[config.mk]
export PLATFORM = sky130hd
export DESIGN_NAME = vrq_round
export DESIGN_NICKNAME = d
export VERILOG_FILES = /design/src/hw/rtl/vrq_pkg.sv /design/src/hw/rtl/vrq_round.sv
export SDC_FILE = /design/constraint.sdc
export NUM_CORES = 1
export LEC_CHECK = 0
export ABC_CLOCK_PERIOD_IN_PS = 5100
export BUFFER_PORTS_ARGS = -buffer_cell sky130_fd_sc_hd__buf_4
export CAP_MARGIN = 20
export CELL_PAD_IN_SITES_DETAIL_PLACEMENT = 0
export CELL_PAD_IN_SITES_GLOBAL_PLACEMENT = 2
export CORE_MARGIN = 2
export CORE_UTILIZATION = 34
export CTS_CLUSTER_SIZE = 8
export DETAILED_ROUTE_END_ITERATION = 10
export PLACE_DENSITY = 0.93
export SETUP_SLACK_MARGIN = 0.5
export SKIP_CTS_REPAIR_TIMING = 1
export SLEW_MARGIN = 20
export SYNTH_ARGS = -nofsm -noshare
export SYNTH_HDL_FRONTEND = slang
export SYNTH_SLANG_ARGS = --single-unit
[constraint.sdc]
create_clock -name clk -period 5.1 [get_ports clk]
set_input_delay 0 -clock clk [delete_from_list [all_inputs] [get_ports clk]]
set_output_delay 0 -clock clk [all_outputs]
set_load 0.02 [all_outputs]
[src/hw/rtl/vrq_pkg.sv]
`default_nettype none

package vrq_pkg;

  // Input component width (Q1.30 quaternion, Q15.16 vector).
  localparam int unsigned IN_W   = 32;
  // First Hamilton product component: sum of three 64-bit products.
  localparam int unsigned PW     = 66;
  // Split of a first-product component for the second multiply.
  localparam int unsigned LOW_W  = 33;
  localparam int unsigned HI_W   = PW - LOW_W;
  // One partial product of the second multiply.
  localparam int unsigned TERM_W = 65;
  // Sum of four signed partial products.
  localparam int unsigned SUM_W  = TERM_W + 2;
  // Recombined exact second product, 76 fraction bits.
  localparam int unsigned ACC_W  = SUM_W + LOW_W;
  // Fraction bits dropped to reach Q15.16.
  localparam int unsigned DROP   = 60;
  localparam int unsigned RND_W  = ACC_W - DROP;

  localparam logic [ACC_W-1:0] ROUND_HALF =
    {{(ACC_W-DROP){1'b0}}, 1'b1, {(DROP-1){1'b0}}};

  localparam logic [IN_W-1:0] SAT_POS = {1'b0, {(IN_W-1){1'b1}}};
  localparam logic [IN_W-1:0] SAT_NEG = {1'b1, {(IN_W-1){1'b0}}};

  typedef struct packed {
    logic signed [IN_W-1:0] r;
    logic signed [IN_W-1:0] i;
    logic signed [IN_W-1:0] j;
    logic signed [IN_W-1:0] k;
  } quat_t;

  typedef struct packed {
    logic signed [IN_W-1:0] x;
    logic signed [IN_W-1:0] y;
    logic signed [IN_W-1:0] z;
  } vec_t;

  typedef struct packed {
    logic signed [PW-1:0] r;
    logic signed [PW-1:0] i;
    logic signed [PW-1:0] j;
    logic signed [PW-1:0] k;
  } pquat_t;

  typedef struct packed {
    logic signed [SUM_W-1:0] hi;
    logic signed [SUM_W-1:0] lo;
  } part_t;

  typedef struct packed {
    part_t x;
    part_t y;
    part_t z;
  } parts_t;

  typedef struct packed {
    logic [IN_W-1:0] x;
    logic [IN_W-1:0] y;
    logic [IN_W-1:0] z;
    logic            sat;
  } rot_t;

endpackage

`default_nettype wire

[src/hw/rtl/vrq_round.sv]
`default_nettype none

module vrq_round
  import vrq_pkg::*;
(
  input  wire logic   clk,
  input  wire logic   rst_n,
  input  wire logic   in_valid,
  output logic        in_ready,
  input  wire parts_t in_parts,
  output logic        out_valid,
  input  wire logic   out_ready,
  output rot_t        out_rot
);

  logic [RND_W-1:0] re_r [3];
  logic [RND_W-1:0] re_nxt [3];
  logic             ve_r;
  rot_t             rf_r;
  rot_t             rf_nxt;
  logic             vf_r;
  logic             rdy_e;
  logic             rdy_f;
  logic [IN_W-1:0]  sat_val [3];
  logic [2:0]       clip;

  assign rdy_f    = !vf_r || out_ready;
  assign rdy_e    = !ve_r || rdy_f;
  assign in_ready = rdy_e;

  function automatic logic [RND_W-1:0] recombine(part_t pt);
    logic [ACC_W-1:0] acc;
    acc = (ACC_W'(pt.hi) <<< LOW_W) + ACC_W'(pt.lo) + ROUND_HALF;
    return acc[ACC_W-1:DROP];
  endfunction

  always_comb begin
    re_nxt[0] = recombine(in_parts.x);
    re_nxt[1] = recombine(in_parts.y);
    re_nxt[2] = recombine(in_parts.z);
  end

  // Clip when the bits above the Q15.16 sign do not all match it.
  always_comb begin
    for (int n = 0; n < 3; n++) begin
      clip[n] = (re_r[n][RND_W-1:IN_W-1] != {(RND_W-IN_W+1){1'b0}}) &&
                (re_r[n][RND_W-1:IN_W-1] != {(RND_W-IN_W+1){1'b1}});
      if (clip[n]) sat_val[n] = re_r[n][RND_W-1] ? SAT_NEG : SAT_POS;
      else         sat_val[n] = re_r[n][IN_W-1:0];
    end
    rf_nxt.x   = sat_val[0];
    rf_nxt.y   = sat_val[1];
    rf_nxt.z   = sat_val[2];
    rf_nxt.sat = |clip;
  end

  always_ff @(posedge clk) begin
    if (!rst_n) begin
      ve_r <= 1'b0;
      vf_r <= 1'b0;
    end else begin
      if (rdy_e) ve_r <= in_valid;
      if (rdy_f) vf_r <= ve_r;
    end
  end

  // Stage E: recombine, round half up, drop fraction bits.
  always_ff @(posedge clk) begin
    if (rdy_e) begin
      for (int n = 0; n < 3; n++) re_r[n] <= re_nxt[n];
    end
  end

  // Stage F: saturate into the output register.
  always_ff @(posedge clk) begin
    if (rdy_f) rf_r <= rf_nxt;
  end

  assign out_valid = vf_r;
  assign out_rot   = rf_r;

endmodule

`default_nettype wire

==> reports/results.ini <==
[floorplanning]
die_w_microns = 245.2
start_util_pct = 34.34
ios = 505
die_h_microns = 245.2
core_sq_um = 57590
die_area_sq_um = 60110
rows = 88

[cts]
cts_sinks = 219
cts_made_buffers = 31
clk_pin_slew_ns = 0.05
cts_max_level = 1
cts_tree = built
clock_latency_ns = 0.57
cts_max_path_buffers = 3
cts_root_buf = clkbuf_16

[yosys]
ys_seq_area_share_pct = 33.15
synth_ff_type = edfxtp_1
synth-edff-count = 217
synth_top_area_cell = edfxtp_1
synth.distinct_cells = 81
synthArstFlopShare_pct = 0
synth_seq_cells = 219
synth.top_cell.area_share_pct = 32.95
synth_warnings = 0
syn_nets = 2788
synthTopCellsByArea = edfxtp_1 (33%), ha_1 (24%), a21o_1 (7.8%)
syn_inst = 1995
syn_avg_cell_area_sq_um = 9.912
syn_area_sq_um = 19780

[power]
ir_worst_vdd_uv = 264.4
p_leak_nw = 11.72
power.density_nw_per_um2 = 326.5
power_mw = 8.012

[sta]
setup_ws_ns = 1.863
worstMarginPinSlew_ns = 1.008
rsz0062_at_grt = false
layout_min_cycle_time_ns = 3.237
skew_ns = 0.01872
slew_viol_final = 0
fmax_mhz = 308.9
post-route-period-util_pct = 63.48
hold_viol = 0
finalSetupViolCount = 0
slew_headroom_pct = 32.82
tns_ns = 0

[layout]
fin_nets = 3171
area_growth_pct = 24.09
fin_cells = 3164
drive_above_1_share_pct = 20.13
fillerInstances = 5600

[place]
dp_slack_ns = 1.373
place_congestion = 0.8816
placement.io_buffers = 405
hpwlAfterDp_mm = 49.22
dp.cells = 3103

[grt]
gr-total-overflow = 0
grt.met3_usage_pct = 1.815
grt_max_degree = 70
grt_pass1_wl_mm = 92.74
antenna_found_initial = 8
grtUsageMet2_pct = 31.97
busiest_layer = met2
track_usage_pct = 19.37
grt.met1_usage_pct = 26.92
grt_pass1_vias = 16970

[setup_path]
path_max_fanout = 34
end_kind = flop
critPathArrivalTime_ns = 3.55
crit_required_ns = 5.41
cp-start-kind = input port
crit_type = in -> reg

[route]
drtAntennaViolNets = 0
drt_iter0_markers = 942
wl_per_cell_microns = 19.04
wl_mm = 60.26
vias = 17040
via_per_inst = 5.387
dr.pass1.iters = 7
drc_errors = 0

[hold_path]
hp-class = in -> reg

[flow_run]
drv_cap = 0

[run_status]
status = finished, final reports clean

-- Yosys cell counts, types with 45 or more instances --
cell	n
clkbuf_1	67
edfxtp_1	217
nand3_1	45
a21o_1	206
a21oi_1	207
nor2_1	85
xor2_1	47
ha_1	387
nand2_1	120
nand4_1	52
o21ai_0	98
inv_1	54
xnor2_1	71
-- cell type report --
type | count | area [sq um] | share of cell area [%]
tap | 765 | 957.2 | 3.901
sequential | 219 | 6556 | 26.72
multi-input combinational | 1652 | 12790 | 52.12
clock inverter | 3 | 16.27 | 0.06629
clock buffer | 46 | 832.0 | 3.391
inverter | 54 | 205.2 | 0.8362
timing repair buffer | 420 | 3171 | 12.92
antenna | 5 | 12.51 | 0.05099
-- registers in the layout (all words and copies together), names as in the netlist --
name       cells
out_rot       97
re_r         120
ve_r           1
out_valid      1
-- through the flow --
| stage | utilization (%) | instance area, sq um | hold WS, ns |
|---|---|---|---|
| after floorplan | - | 19780 | 0.1178 |
| after global placement | 41.00 | 23610 | 0.2118 |
| after detailed placement | 41.00 | 23610 | 0.2150 |
| after CTS | 42.47 | 24460 | -0.3871 |
| after global routing | 42.61 | 24540 | 0.05352 |
| final | 42.61 | 24540 | 0.05229 |
-- critical path, stage by stage --
cell and delay, ns:
buf_4 0.36, ha_1 0.32, ha_1 0.39, a21oi_1 0.25
o21ai_1 0.13, a221o_1 0.33, a311o_1 0.36, a21oi_1 0.12
a211oi_1 0.17, and3b_1 0.23, o21bai_1 0.45, o221ai_1 0.25
xnor2_1 0.17
-- path summary, 6_finish.rpt --
check / from / end / slack [ns] / depth (start not counted)
worst min register to register: re_r[0][69] / out_rot[62] / 0.51 / 1
worst min-delay path: in_parts[400] / re_r[0][38] / 0.05 / 4
worst max-delay path: in_parts[200] / re_r[0][79] / 1.86 / 13
worst max register to register: out_valid / re_r[0][78] / 2.70 / 3
-- metal layers --
layer,up-vias,wire (microns)
met3,60,2302
met2,403,28180
met1,8105,28540
met5,-,14
li1,8473,-
met4,2,1220
-- layout by cell type (no fill, tap or decap), types with 26 or more instances in the layout --
cell       instances
a21o_1           206
a21oi_1          205
and3_1            26
buf_4            413
clkbuf_16         31
edfxtp_1         217
ha_1             387
inv_1             53
nand2_1          119
nand3_1           45
nand4_1           52
nor2_1            84
nor3_1            27
o21ai_0           98
xnor2_1           71
xor2_1            47
-- report_power, final --
part,internal (mW),switching [mW]
clock network,1.10,0.738
registers,2.70,0.220
logic,1.39,1.87
-- kinds of logic after synthesis --
group / Yosys count / synth area share (%)
and+or+nand+nor: 437 / 11.12
buffers and inverters: 124 / 2.373
DFF: 219 / 33.15
adders and majority gates: 387 / 24.49
AOI/OAI and AO/OA: 709 / 23.56
xor gates and xnor gates: 119 / 5.308
(Power assumes the default switching activity.)
